**config.mk**
```make
export PLATFORM = sky130hd
export DESIGN_NAME = edns_option_subnet_parser_unit
export DESIGN_NICKNAME = d
export VERILOG_FILES = /design/src/rtl/eosp_pkg.sv /design/src/rtl/edns_option_subnet_parser_unit.sv /design/src/rtl/eosp_in_stage.sv /design/src/rtl/eosp_parser.sv /design/src/rtl/eosp_out_stage.sv
export VERILOG_INCLUDE_DIRS = /design/src /design/src/rtl
export SDC_FILE = /design/constraint.sdc
export NUM_CORES = 1
export LEC_CHECK = 0
export ABC_AREA = 1
export BUFFER_PORTS_ARGS = -buffer_cell sky130_fd_sc_hd__buf_2
export CAP_MARGIN = 15
export CELL_PAD_IN_SITES_DETAIL_PLACEMENT = 1
export CELL_PAD_IN_SITES_GLOBAL_PLACEMENT = 1
export CORE_MARGIN = 5
export CORE_UTILIZATION = 41
export CTS_CLUSTER_SIZE = 10
export DETAILED_ROUTE_END_ITERATION = 12
export PLACE_DENSITY_LB_ADDON = 0.2
export SYNTH_ARGS = -nofsm -noshare
export SYNTH_HDL_FRONTEND = slang
export SYNTH_SLANG_ARGS = --single-unit
```
**constraint.sdc**
```tcl
create_clock -name clock -period 5.5 [get_ports clock]
set_input_delay 0.275 -clock clock [delete_from_list [all_inputs] [get_ports clock]]
set_output_delay 0.275 -clock clock [all_outputs]
set_load 0.01 [all_outputs]
```
**src/rtl/edns_option_subnet_parser_unit_assert.svh**
```systemverilog
// ----------------------------------------------------------------------------
// EDNS subnet parser assertion macros
// Shared property templates for the concurrent checks of the parser unit.
// ----------------------------------------------------------------------------
`ifndef EDNS_OPTION_SUBNET_PARSER_UNIT_ASSERT_SVH
`define EDNS_OPTION_SUBNET_PARSER_UNIT_ASSERT_SVH

// Same-cycle implication, sampled on the rising clock edge, off in reset.
`define EOSP_ASSERT_NOW(label, clk, rst, ante, cons, msg) \
   label: assert property (@(posedge clk) disable iff (rst) (ante) |-> (cons)) \
      else $error(msg);

// Next-cycle implication, sampled on the rising clock edge, off in reset.
`define EOSP_ASSERT_NEXT(label, clk, rst, ante, cons, msg) \
   label: assert property (@(posedge clk) disable iff (rst) (ante) |=> (cons)) \
      else $error(msg);

`endif

```
**src/rtl/eosp_pkg.sv**
```systemverilog
// ----------------------------------------------------------------------------
// EDNS subnet parser package
// Types and constants shared by the stages of the subnet option parser.
// ----------------------------------------------------------------------------
package eosp_pkg;

   // Stored address bytes of a subnet option.
   localparam int ADDR_BYTES  = 16;
   localparam int ADDR_IDX_W  = $clog2(ADDR_BYTES);

   localparam logic [15:0] SUBNET_CODE_RESET  = 16'd8;
   localparam logic [15:0] SUBNET_FIXED_BYTES = 16'd4;
   localparam logic [15:0] FAMILY_IPV4        = 16'd1;
   localparam logic [15:0] FAMILY_IPV6        = 16'd2;
   localparam logic [7:0]  IPV4_MAX_PREFIX    = 8'd32;
   localparam logic [7:0]  IPV6_MAX_PREFIX    = 8'd128;
   localparam logic [15:0] IPV4_ADDR_BYTES    = 16'd4;
   localparam logic [15:0] IPV6_ADDR_BYTES    = 16'(ADDR_BYTES);

   typedef enum logic [3:0] {
      ST_OK           = 4'd0,
      ST_SHORT_HEADER = 4'd1,
      ST_OVERRUN      = 4'd2,
      ST_SHORT_OPTION = 4'd3,
      ST_BAD_IPV4     = 4'd4,
      ST_BAD_IPV6     = 4'd5,
      ST_BAD_FAMILY   = 4'd6,
      ST_LEN_MISMATCH = 4'd7,
      ST_PAD_BITS     = 4'd8
   } status_type;

   typedef struct packed {
      logic       last_byte;
      logic [7:0] data_byte;
   } item_type;

   typedef struct packed {
      logic [63:0] address_low;
      logic [63:0] address_high;
      logic [7:0]  scope_prefix;
      logic [7:0]  source_prefix;
      logic [1:0]  address_family;
      logic        subnet_found;
      status_type  status;
   } result_type;

endpackage

```
**src/rtl/edns_option_subnet_parser_unit.sv**
```systemverilog
// ----------------------------------------------------------------------------
// EDNS client subnet option parser
// Takes the RDATA of an EDNS OPT record one byte per item, walks its options
// and reports, on the last byte, the first error and the last valid subnet.
// ----------------------------------------------------------------------------
//
//   Port group | Dir | Contents
//   -----------+-----+-------------------------------------------------------
//   req_*      | in  | one RDATA byte per item, tlast marks the final byte
//   rsp_*      | out | one frame result per item, only after a final byte
//   csr_*      | in  | write of the client subnet option code
//
// The unit accepts one byte per cycle while no final byte waits in the input
// register. A byte is registered at the input, then runs through the parser
// logic. Frame results are held in the result register behind rsp_tvalid.
// Reset is synchronous and clears all parser state at once; the option code
// register returns to 8. There is no initialization sweep.
// While a result waits on rsp_tready, non-final bytes keep flowing; a final
// byte waits in the input register until the result register frees up.
//
`include "edns_option_subnet_parser_unit_assert.svh"

module edns_option_subnet_parser_unit (
   input  logic         clock,
   input  logic         reset,

   input  logic         req_tvalid,
   output logic         req_tready,
   // [7:0] data_byte
   input  logic [7:0]   req_tdata,
   input  logic         req_tlast,

   output logic         rsp_tvalid,
   input  logic         rsp_tready,
   // [3:0] status, [4] subnet_found, [6:5] address_family,
   // [14:7] source_prefix, [22:15] scope_prefix, [86:23] address_high,
   // [150:87] address_low, [151] zero
   output logic [151:0] rsp_tdata,

   input  logic         csr_we,
   input  logic [15:0]  csr_wdata
);

   // The option code that marks a client subnet option. The user must write it
   // only while no frame is in flight; the unit itself does not enforce this.
   logic [15:0] subnet_code_ff;

   always_ff @(posedge clock) begin
      if (reset) begin
         subnet_code_ff <= eosp_pkg::SUBNET_CODE_RESET;
      end else if (csr_we) begin
         subnet_code_ff <= csr_wdata;
      end
   end

   eosp_pkg::item_type   req_item;
   eosp_pkg::item_type   stage_item;
   logic                 stage_valid;
   logic                 stage_take;
   logic                 out_ready;
   logic                 res_valid;
   eosp_pkg::result_type res;
   eosp_pkg::result_type rsp_item;

   assign req_item.data_byte = req_tdata;
   assign req_item.last_byte = req_tlast;

   // Input register: holds the byte the parser works on next.
   eosp_in_stage u_in_stage (
      .clock       (clock),
      .reset       (reset),
      .in_valid    (req_tvalid),
      .in_ready    (req_tready),
      .in_item     (req_item),
      .take        (stage_take),
      .stage_valid (stage_valid),
      .stage_item  (stage_item)
   );

   // Parser: option walk, subnet checks and frame result, one byte a cycle but for a stalled final byte.
   eosp_parser u_parser (
      .clock       (clock),
      .reset       (reset),
      .subnet_code (subnet_code_ff),
      .stage_valid (stage_valid),
      .stage_item  (stage_item),
      .take        (stage_take),
      .out_ready   (out_ready),
      .res_valid   (res_valid),
      .res         (res)
   );

   // Result register: decouples the result from the byte stream.
   eosp_out_stage u_out_stage (
      .clock     (clock),
      .reset     (reset),
      .res_valid (res_valid),
      .res       (res),
      .out_ready (out_ready),
      .rsp_valid (rsp_tvalid),
      .rsp_ready (rsp_tready),
      .rsp_item  (rsp_item)
   );

   assign rsp_tdata = {1'b0,
                       rsp_item.address_low,
                       rsp_item.address_high,
                       rsp_item.scope_prefix,
                       rsp_item.source_prefix,
                       rsp_item.address_family,
                       rsp_item.subnet_found,
                       rsp_item.status};

   // A result only appears after the parser has consumed a final byte.
   `EOSP_ASSERT_NOW(a_rsp_from_last, clock, reset, $rose(rsp_tvalid), $past(stage_take && stage_item.last_byte), "result appeared without a final byte")

   // A byte that the parser does not take stays in the input register.
   `EOSP_ASSERT_NEXT(a_stage_holds, clock, reset, stage_valid && !stage_take, stage_valid, "input byte lost while stalled")

   // Without a found subnet every subnet field of the result is zero.
   `EOSP_ASSERT_NOW(a_empty_subnet, clock, reset, rsp_tvalid && !rsp_item.subnet_found, rsp_tdata[150:5] == 146'd0, "subnet fields set without a found subnet")

endmodule

```
**src/rtl/eosp_in_stage.sv**
```systemverilog
// ----------------------------------------------------------------------------
// EDNS subnet parser input stage
// Registers one incoming byte and holds it until the parser takes it.
// ----------------------------------------------------------------------------
module eosp_in_stage (
   input  logic               clock,
   input  logic               reset,
   input  logic               in_valid,
   output logic               in_ready,
   input  eosp_pkg::item_type in_item,
   input  logic               take,
   output logic               stage_valid,
   output eosp_pkg::item_type stage_item
);

   logic               valid_ff;
   logic               valid_in;
   eosp_pkg::item_type item_ff;

   // The slot is free when empty or when its byte leaves this cycle.
   assign in_ready = !valid_ff || take;
   assign valid_in = in_ready ? in_valid : valid_ff;

   always_ff @(posedge clock) begin
      if (reset) begin
         valid_ff <= 1'b0;
      end else begin
         valid_ff <= valid_in;
      end
   end

   always_ff @(posedge clock) begin
      if (in_ready && in_valid) begin
         item_ff <= in_item;
      end
   end

   assign stage_valid = valid_ff;
   assign stage_item  = item_ff;

endmodule

```
**src/rtl/eosp_parser.sv**
```systemverilog
// ----------------------------------------------------------------------------
// EDNS subnet parser core
// Walks the option headers and data, checks a client subnet option when its
// data ends and forms the frame result on the last byte.
// ----------------------------------------------------------------------------
module eosp_parser (
   input  logic                 clock,
   input  logic                 reset,
   input  logic [15:0]          subnet_code,
   input  logic                 stage_valid,
   input  eosp_pkg::item_type   stage_item,
   output logic                 take,
   input  logic                 out_ready,
   output logic                 res_valid,
   output eosp_pkg::result_type res
);

   logic                 in_data_ff, in_data_in;
   logic [1:0]           hdr_cnt_ff, hdr_cnt_in;
   logic [15:0]          option_id_ff, option_id_in;
   logic [15:0]          length_ff, length_in;
   logic [15:0]          data_cnt_ff, data_cnt_in;
   logic [15:0]          family_ff, family_in;
   logic [7:0]           source_ff, source_in;
   logic [7:0]           scope_ff, scope_in;
   logic [7:0]           store_ff [eosp_pkg::ADDR_BYTES];
   logic [7:0]           store_in [eosp_pkg::ADDR_BYTES];
   eosp_pkg::status_type error_ff, error_in;
   logic                 found_ff, found_in;
   logic [17:0]          sub_info_ff, sub_info_in;
   logic [63:0]          sub_high_ff, sub_high_in;
   logic [63:0]          sub_low_ff, sub_low_in;

   logic                 code_hit;
   logic                 finish;
   logic                 frame_end;
   eosp_pkg::status_type walk_error;
   logic [15:0]          addr_off;
   logic [15:0]          n_bytes;
   logic [8:0]           src_sum;
   logic [15:0]          need;
   logic [7:0]           pad_mask;
   eosp_pkg::status_type chk;
   logic [7:0]           b;
   logic [63:0]          high_w, low_w;

   // A last byte needs the result slot; other bytes always move on.
   assign take      = stage_valid && (!stage_item.last_byte || out_ready);
   assign frame_end = take && stage_item.last_byte;
   assign b         = stage_item.data_byte;
   assign code_hit  = (option_id_ff == subnet_code);
   assign addr_off  = data_cnt_ff - eosp_pkg::SUBNET_FIXED_BYTES;

   // Option walk.
   always_comb begin
      in_data_in   = in_data_ff;
      hdr_cnt_in   = hdr_cnt_ff;
      option_id_in = option_id_ff;
      length_in    = length_ff;
      data_cnt_in  = data_cnt_ff;
      family_in    = family_ff;
      source_in    = source_ff;
      scope_in     = scope_ff;
      store_in     = store_ff;
      finish       = 1'b0;
      walk_error   = error_ff;
      if (take && error_ff == eosp_pkg::ST_OK) begin
         if (!in_data_ff) begin
            case (hdr_cnt_ff)
               2'd0: option_id_in = {b, 8'h00};
               2'd1: option_id_in = {option_id_ff[15:8], b};
               2'd2: length_in    = {b, 8'h00};
               default: length_in = {length_ff[15:8], b};
            endcase
            if (hdr_cnt_ff != 2'd3) begin
               hdr_cnt_in = hdr_cnt_ff + 2'd1;
               if (stage_item.last_byte) begin
                  walk_error = eosp_pkg::ST_SHORT_HEADER;
               end
            end else begin
               hdr_cnt_in  = 2'd0;
               data_cnt_in = 16'd0;
               family_in   = 16'd0;
               source_in   = 8'd0;
               scope_in    = 8'd0;
               for (int i = 0; i < eosp_pkg::ADDR_BYTES; i++) begin
                  store_in[i] = 8'd0;
               end
               if (length_in == 16'd0) begin
                  finish = 1'b1;
               end else begin
                  in_data_in = 1'b1;
                  if (stage_item.last_byte) begin
                     walk_error = eosp_pkg::ST_OVERRUN;
                  end
               end
            end
         end else begin
            if (code_hit) begin
               case (data_cnt_ff)
                  16'd0: family_in = {b, 8'h00};
                  16'd1: family_in = {family_ff[15:8], b};
                  16'd2: source_in = b;
                  16'd3: scope_in  = b;
                  default: begin
                     if (addr_off < eosp_pkg::IPV6_ADDR_BYTES) begin
                        store_in[addr_off[eosp_pkg::ADDR_IDX_W-1:0]] = b;
                     end
                  end
               endcase
            end
            data_cnt_in = data_cnt_ff + 16'd1;
            if (data_cnt_in == length_ff) begin
               in_data_in = 1'b0;
               finish     = 1'b1;
            end else if (stage_item.last_byte) begin
               walk_error = eosp_pkg::ST_OVERRUN;
            end
         end
      end
   end

   // Subnet option checks, in priority order. When the data ends with an
   // address byte, that byte is the one on the input now.
   assign n_bytes  = length_in - eosp_pkg::SUBNET_FIXED_BYTES;
   assign src_sum  = {1'b0, source_in} + 9'd7;
   assign need     = {10'd0, src_sum[8:3]};
   assign pad_mask = 8'hff >> source_in[2:0];

   always_comb begin
      chk = eosp_pkg::ST_OK;
      if (length_in < eosp_pkg::SUBNET_FIXED_BYTES) begin
         chk = eosp_pkg::ST_SHORT_OPTION;
      end else if (family_in == eosp_pkg::FAMILY_IPV4 &&
                   (source_in > eosp_pkg::IPV4_MAX_PREFIX || scope_in != 8'd0 ||
                    n_bytes > eosp_pkg::IPV4_ADDR_BYTES)) begin
         chk = eosp_pkg::ST_BAD_IPV4;
      end else if (family_in == eosp_pkg::FAMILY_IPV6 &&
                   (source_in > eosp_pkg::IPV6_MAX_PREFIX || scope_in != 8'd0 ||
                    n_bytes > eosp_pkg::IPV6_ADDR_BYTES)) begin
         chk = eosp_pkg::ST_BAD_IPV6;
      end else if (family_in != eosp_pkg::FAMILY_IPV4 &&
                   family_in != eosp_pkg::FAMILY_IPV6) begin
         chk = eosp_pkg::ST_BAD_FAMILY;
      end else if (need != n_bytes) begin
         chk = eosp_pkg::ST_LEN_MISMATCH;
      end else if (source_in[2:0] != 3'd0 && n_bytes != 16'd0 &&
                   (b & pad_mask) != 8'd0) begin
         chk = eosp_pkg::ST_PAD_BITS;
      end
   end

   always_comb begin
      for (int i = 0; i < 8; i++) begin
         high_w[63-8*i -: 8] = store_in[i];
         low_w[63-8*i -: 8]  = store_in[i+8];
      end
   end

   // Subnet capture and frame result.
   always_comb begin
      found_in    = found_ff;
      sub_info_in = sub_info_ff;
      sub_high_in = sub_high_ff;
      sub_low_in  = sub_low_ff;
      error_in    = walk_error;
      res_valid   = 1'b0;
      res         = '0;
      if (finish && code_hit) begin
         if (chk != eosp_pkg::ST_OK) begin
            found_in    = 1'b0;
            sub_info_in = 18'd0;
            sub_high_in = 64'd0;
            sub_low_in  = 64'd0;
            error_in    = chk;
         end else begin
            found_in    = 1'b1;
            sub_info_in = {family_in[1:0], source_in, scope_in};
            sub_high_in = high_w;
            sub_low_in  = low_w;
         end
      end
      if (frame_end) begin
         res_valid        = 1'b1;
         res.status       = error_in;
         res.subnet_found = found_in;
         if (found_in) begin
            res.address_family = sub_info_in[17:16];
            res.source_prefix  = sub_info_in[15:8];
            res.scope_prefix   = sub_info_in[7:0];
            res.address_high   = sub_high_in;
            res.address_low    = sub_low_in;
         end
      end
   end

   // A final byte returns the parser to its idle state, as reset does.
   always_ff @(posedge clock) begin
      if (reset || frame_end) begin
         in_data_ff   <= 1'b0;
         hdr_cnt_ff   <= 2'd0;
         option_id_ff <= 16'd0;
         length_ff    <= 16'd0;
         data_cnt_ff  <= 16'd0;
         family_ff    <= 16'd0;
         source_ff    <= 8'd0;
         scope_ff     <= 8'd0;
         for (int i = 0; i < eosp_pkg::ADDR_BYTES; i++) begin
            store_ff[i] <= 8'd0;
         end
         error_ff     <= eosp_pkg::ST_OK;
         found_ff     <= 1'b0;
         sub_info_ff  <= 18'd0;
         sub_high_ff  <= 64'd0;
         sub_low_ff   <= 64'd0;
      end else begin
         in_data_ff   <= in_data_in;
         hdr_cnt_ff   <= hdr_cnt_in;
         option_id_ff <= option_id_in;
         length_ff    <= length_in;
         data_cnt_ff  <= data_cnt_in;
         family_ff    <= family_in;
         source_ff    <= source_in;
         scope_ff     <= scope_in;
         store_ff     <= store_in;
         error_ff     <= error_in;
         found_ff     <= found_in;
         sub_info_ff  <= sub_info_in;
         sub_high_ff  <= sub_high_in;
         sub_low_ff   <= sub_low_in;
      end
   end

endmodule

```
**src/rtl/eosp_out_stage.sv**
```systemverilog
// ----------------------------------------------------------------------------
// EDNS subnet parser output stage
// Holds one frame result until the downstream side takes it.
// ----------------------------------------------------------------------------
module eosp_out_stage (
   input  logic                 clock,
   input  logic                 reset,
   input  logic                 res_valid,
   input  eosp_pkg::result_type res,
   output logic                 out_ready,
   output logic                 rsp_valid,
   input  logic                 rsp_ready,
   output eosp_pkg::result_type rsp_item
);

   logic                 valid_ff;
   logic                 valid_in;
   eosp_pkg::result_type item_ff;

   // A new result may enter when the slot is empty or is being drained.
   assign out_ready = !valid_ff || rsp_ready;
   assign valid_in  = res_valid || (valid_ff && !rsp_ready);

   always_ff @(posedge clock) begin
      if (reset) begin
         valid_ff <= 1'b0;
      end else begin
         valid_ff <= valid_in;
      end
   end

   always_ff @(posedge clock) begin
      if (res_valid) begin
         item_ff <= res;
      end
   end

   assign rsp_valid = valid_ff;
   assign rsp_item  = item_ff;

endmodule
```
# Yosys cells after proc, flatten, opt, wreduce, memory -nomap -nowiden
# Index checks and enable logic that the tools add are counted.
# W data, S select, Z words.
# totals
ff_bits	540
in_bits	30
output_inout_bits	154
word_cells	182
# op_classes
addsub	5
order_cmp	8
n_eq_ne	14
shift	1
n_mux	66
bitwise	4
n_reduce_logical	42
# ops
cell	count
$mux W128	6
$mux W64	4
$mux W16	10
$bwmux W128	1
$pmux W16 S2	3
$mux W8	11
$mux W4	15
$eq A16 B2 Y1 const B	3
$mux W18	2
$demux W8 S4	1
$eq A16 B1 Y1 const B	2
$eq A16 B16 Y1	2
$logic_not A16 Y1	2
$sub A16 B3 Y16 const B	2
$add A16 B1 Y16 const B	1
$gt A16 B3 Y1 const B	1
$gt A16 B5 Y1 const B	1
$lt A16 B3 Y1 const B	1
$lt A16 B5 Y1 const B	1
$ne A16 B1 Y1 const B	1
$ne A16 B2 Y1 const B	1
$ne A6 B16 Y1	1
$reduce_bool A16 Y1	1
$reduce_bool A8 Y1	2
other kinds (29)	65

# Depth between registers and ports, before layout
# depth
ltp_word	22
depth_mapped	28
depth_no_buf	26

# Cells and area by module
# From an unflattened synthesis, not the netlist that was laid out.
# unflattened
hier_cells	3388
hier_area_um2	25246.7
# by_module_without_submodules
mod	n_inst	cells_per_inst	area_per_inst_um2
eosp_parser	1	3115	19672.6
eosp_out_stage	1	156	4576.9
edns_option_subnet_parser_unit	1	102	679.4
eosp_in_stage	1	15	317.8

# Worst setup path before layout
# Ideal clock, no wire load.
# synth_path
kind	flip-flop to flip-flop
start	register u_in_stage.item_ff (netlist bit u_in_stage.stage_item[8])
end	register u_out_stage.item_ff (netlist bit u_out_stage.rsp_item[0]) (enable)
arrival_ps	5143
t_required_ps	4925
setup_slack_ps	-218
path_stages_with_launch	7
path_buffers	1
cell_sequence	edfxtp_1 -> nand3_1 -> nand2_1 -> inv_1 -> nand2_1 -> inv_1 -> clkbuf_1
# synth_via
elab_chain_cells	5
# synth_rtl
item	line	source
from (decl)	eosp_in_stage.sv:18	eosp_pkg::item_type item_ff;
from (signal assigned)	eosp_in_stage.sv:34	item_ff <= in_item;
$logic_not A1 Y1	eosp_parser.sv:48	assign take = stage_valid && (!stage_item.last_byte || out_ready);
$logic_or A1 B1 Y1	eosp_parser.sv:48	
$logic_and A1 B1 Y1	eosp_parser.sv:48	
$logic_and A1 B1 Y1 (*)	eosp_parser.sv:49	assign frame_end = take && stage_item.last_byte;
$mux W1 (*)	eosp_parser.sv:183	if (frame_end) begin
net res_valid	edns_option_subnet_parser_unit.sv:61	logic res_valid;
to (signal assigned)	eosp_out_stage.sv:34	item_ff <= res;
to (decl)	eosp_out_stage.sv:18	eosp_pkg::result_type item_ff;
# The timed path passes the listed nets; every way through them passes the cells marked *.
# A chain may end at the register's enable or synchronous reset.

# Worst setup path in the final report
# layout_path
start	register u_parser.hdr_cnt_ff[1]
end	register u_out_stage.item_ff (netlist bit u_out_stage.rsp_item[101]) (data pin)
# layout_via
elab_chain_cells	21
# layout_rtl
item	line	source
from (decl)	eosp_parser.sv:19	logic [1:0] hdr_cnt_ff, hdr_cnt_in;
from (signal assigned)	eosp_parser.sv:218	hdr_cnt_ff <= hdr_cnt_in;
branches (longest 21 deep; another with $sub A16 B3 Y16)	-	
# Parallel ways; which one is timed is not known. The select of a mux whose other input is x is not followed.

==> flow_metrics.env <==
export IMPL_outcome="completed"
export IMPL_relSlewSlack_pct=29.56
export IMPL_port_buffers=182
export IMPL_wire_per_inst_um=20.15
export IMPL_crit_start="u_parser.hdr_cnt_ff[1]"
export IMPL_cts_reportedPaths_clkPinSlew_ns=0.05
export IMPL_diodes=0
export IMPL_path_class="flop to flop"
export IMPL_cts_buffers=66
export IMPL_clk_latency_ns=0.60
export IMPL_cts_resized_gates=0
export IMPL_yosys_warnings=0
export IMPL_p_int_mw=6.676
export IMPL_dpl_cell_count=3929
export IMPL_rsz0062_at_grt="false"
export IMPL_overflow=0
export IMPL_drtIter0Drc=1313
export IMPL_worst_slew_pin_slew_ns=1.057
export IMPL_wl_met3_um=3943
export IMPL_skew_ns=0.02654
export IMPL_yosysTopAreaCell="dfxtp_1"
export IMPL_vdd_ir_drop_worst_uv=172.3
export IMPL_synth_edff_count=160
export IMPL_vias_per_cell=5.480
export IMPL_switching_power_mw=2.161
export IMPL_fmax_mhz=200.9
export IMPL_ys_seq_elements=540
export IMPL_top_layer="met4"
export IMPL_pwr_share_seq_pct=47.3
export IMPL_wl_met2_um=41270
export IMPL_pwr_share_clk_pct=46.2
export IMPL_drt_first_pass_iters=5
export IMPL_setup_tns_ns=0
export IMPL_yosysSeqAreaShare_pct=50.35
export IMPL_track_usage_pct=24.54
export IMPL_hp_class="input port to flop"
export IMPL_p_leak_nw=11.05
export IMPL_syn_avg_cell_area_um2=7.873
export IMPL_fin_crit_sh_pct=90.52
export IMPL_cts_tree="built"
export IMPL_synth_cells=3131
export IMPL_synth_flop_cell="dfxtp_1"
export IMPL_grt_max_degree=200
export IMPL_cp_end_kind="flop"
export IMPL_cts_root_buffer="clkbuf_16"
export IMPL_arrival_ns=5.41
export IMPL_hp_start="csr_we"
export IMPL_cts_buffer_depth=3
export IMPL_dieArea_mm2=0.06513
export IMPL_hold_slack_ns=0.04104
export IMPL_sw_frac_of_total_pct=24.45
export IMPL_drc=0
export IMPL_ant_nets=0
export IMPL_clkSinkCount=540
export IMPL_syn_area_mm2=0.02465
export IMPL_initial_utilization_pct=41.61
export IMPL_fin_cells=4078
export IMPL_p_comb_share_pct=6.5
export IMPL_num_vias=22348
export IMPL_place_gp_congestion=0.8637
export IMPL_yosys_top_cells_area="dfxtp_1, edfxtp_1, nand2_1"
export IMPL_die_w_um=255.2
export IMPL_async_reset_ff_share_pct=0
export IMPL_antenna_found_initial=0
export IMPL_htree_levels=3
export IMPL_rows=89
export IMPL_cap_violations=0
export IMPL_finalSetupViolations=0
export IMPL_drt_wl_total_um=82190
export IMPL_die_y_um=255.2
export IMPL_ys_types=46
export IMPL_crit_fanout=52
export IMPL_syn_to_final_growth_pct=14.78
export IMPL_grt_pass1_vias=22884
export IMPL_finalCriticalPeriod_ns=4.979
export IMPL_io_pins=184
export IMPL_coreArea_mm2=0.05924
export IMPL_hold_violations=0
export IMPL_routedLengthMet1_um=35380
export IMPL_crit_required_ns=5.93
export IMPL_place_hpwl_um=52820
export IMPL_synth_top_cell_area_share_pct=30.86
export IMPL_drive_gt1_share_pct=11.77
export IMPL_postCtsSetupRepairBufs=0
export IMPL_power_density_mw_per_mm2=312.3
export IMPL_fin_nets=3295
export IMPL_slew_viol_final=0
export IMPL_syn_num_nets=3173
export IMPL_reg2reg_from="u_parser.hdr_cnt_ff[1]"
export IMPL_start_kind="flop"
export IMPL_grt_pass1_wl_um=128000
==> layer usage <==
metal	vias to the layer above	global-route usage, %
li1	10631	-
met1	11138	31.88
met2	478	43.50
met3	101	3.221
met4	0	6.104
met5	-	0
==> registers in the layout, indices dropped and copies added (netlist names), 2 cells and up <==
name and cells:
u_parser.data_cnt_ff 16, u_parser.store_ff 128, u_parser.sub_high_ff 64, u_parser.hdr_cnt_ff 2, u_out_stage.rsp_item 151, u_parser.family_ff 16, u_parser.error_ff 4, u_parser.scope_ff 8
subnet_code_ff 16, u_parser.length_ff 16, u_parser.sub_info_ff 18, u_parser.option_id_ff 16, u_parser.source_ff 8, u_parser.sub_low_ff 64, u_in_stage.stage_item 9
==> metrics by stage <==
stage / util, % / worst slack, ns / area, um^2 / power, mW
final: 47.76 / 0.5214 / 28290 / 8.837
after global routing: 47.76 / 0.03858 / 28290 / 9.165
after CTS: 47.76 / 0.5406 / 28290 / 8.924
after detailed placement: 43.89 / 0.6291 / 26000 / 4.822
after global placement: 43.89 / 0.8081 / 26000 / 4.813
after floorplan: - / 1.951 / 24650 / 4.611
==> power by group through the flow <==
stage,logic [mW],registers [mW],clock network [mW]
2_1_floorplan,0.350,4.26,0
3_3_place_gp,0.550,4.26,0
3_5_place_dp,0.557,4.26,0
4_1_cts,0.576,4.18,4.17
5_1_grt,0.631,4.18,4.35
6_report,0.573,4.18,4.08
==> kinds of logic (layout without fill, tap and decap cells) <==
family / Yosys count / after routing / share of synthesized area [%]
buffers and inverters: 596 / 770 / 9.953
xor gates and xnor gates: 24 / 24 / 0.8527
adders and majority gates: 12 / 12 / 0.6091
DFF: 540 / 540 / 50.35
AOI/OAI and AO/OA: 715 / 715 / 15.92
and+or+nand+nor: 1243 / 1243 / 22.30
other: 1 / 1 / 0.01521
==> cells in the mapped netlist (5+ instances only) <==
| cell type | number |
|---|---|
| a211oi_1 | 7 |
| a21oi_1 | 383 |
| a21oi_2 | 18 |
| a22oi_1 | 32 |
| buf_1 | 17 |
| buf_2 | 38 |
| buf_4 | 13 |
| buf_6 | 16 |
| clkbuf_1 | 111 |
| dfxtp_1 | 380 |
| edfxtp_1 | 160 |
| ha_1 | 12 |
| inv_1 | 383 |
| inv_2 | 16 |
| nand2_1 | 615 |
| nand2_2 | 12 |
| nand3_1 | 90 |
| nand4_1 | 163 |
| nand4_2 | 9 |
| nor2_1 | 309 |
| nor2_2 | 9 |
| nor2_4 | 5 |
| nor4_1 | 5 |
| o211ai_1 | 56 |
| o21ai_0 | 191 |
| o21ai_1 | 17 |
| xor2_1 | 23 |
==> final timing paths <==
path / cells after the start / to / slack, ns
worst min-delay path: 3 / subnet_code_ff[5] / 0.04
worst max-delay path: 25 / u_out_stage.rsp_item[101] / 0.52
worst min register to register: 2 / u_parser.sub_info_ff[6] / 0.44
worst max register to register: 25 / u_out_stage.rsp_item[101] / 0.52
==> layout make-up <==
cell class,instances,area (um^2)
clock inverters,7,78.83
fillers,7308,30950
repair buffers,249,1587
flip-flops and latches,540,12410
clock buffers,113,1922
inverters,401,1515
multi-input cells,1995,9812
well taps,773,967.2
==> critical path: stages (launching register included) <==
cell and delay (ns):
dfxtp_1 0.37, inv_1 0.10, ha_1 0.33, nor2_1 0.25
nand2_2 0.26, nand2_1 0.17, nand3_1 0.08, nand2_1 0.19
ha_1 0.25, inv_1 0.05, a21oi_1 0.22, nand2_1 0.14
nor2_1 0.19, nor2_1 0.06, nor2_1 0.14, nand2_1 0.07
nor2_1 0.09, nand3_1 0.11, o21bai_1 0.21, nand2_1 0.13
inv_2 0.08, nand4_2 0.13, inv_4 0.13, buf_4 0.54
nand4_1 0.26, a21oi_1 0.21
==> cells in the final DEF, fill, tap and decap left out, types with 32 or more instances in the layout <==
| cell type | instances |
|---|---|
| nand2_1 | 612 |
| a21oi_1 | 383 |
| inv_1 | 381 |
| dfxtp_1 | 380 |
| nor2_1 | 309 |
| o21ai_0 | 191 |
| buf_2 | 182 |
| nand4_1 | 163 |
| edfxtp_1 | 160 |
| nand3_1 | 90 |
| clkbuf_16 | 69 |
| o211ai_1 | 56 |
| clkbuf_1 | 41 |
| a22oi_1 | 32 |
==> what timing repair did <==
item | in CTS | in global routing
endpoints found under the setup margin | 0 | 0
endpoints found under the hold margin | 26 | 0
hold buffers | 29 | 0
No activity file was read; power rests on OpenSTA's default activity.
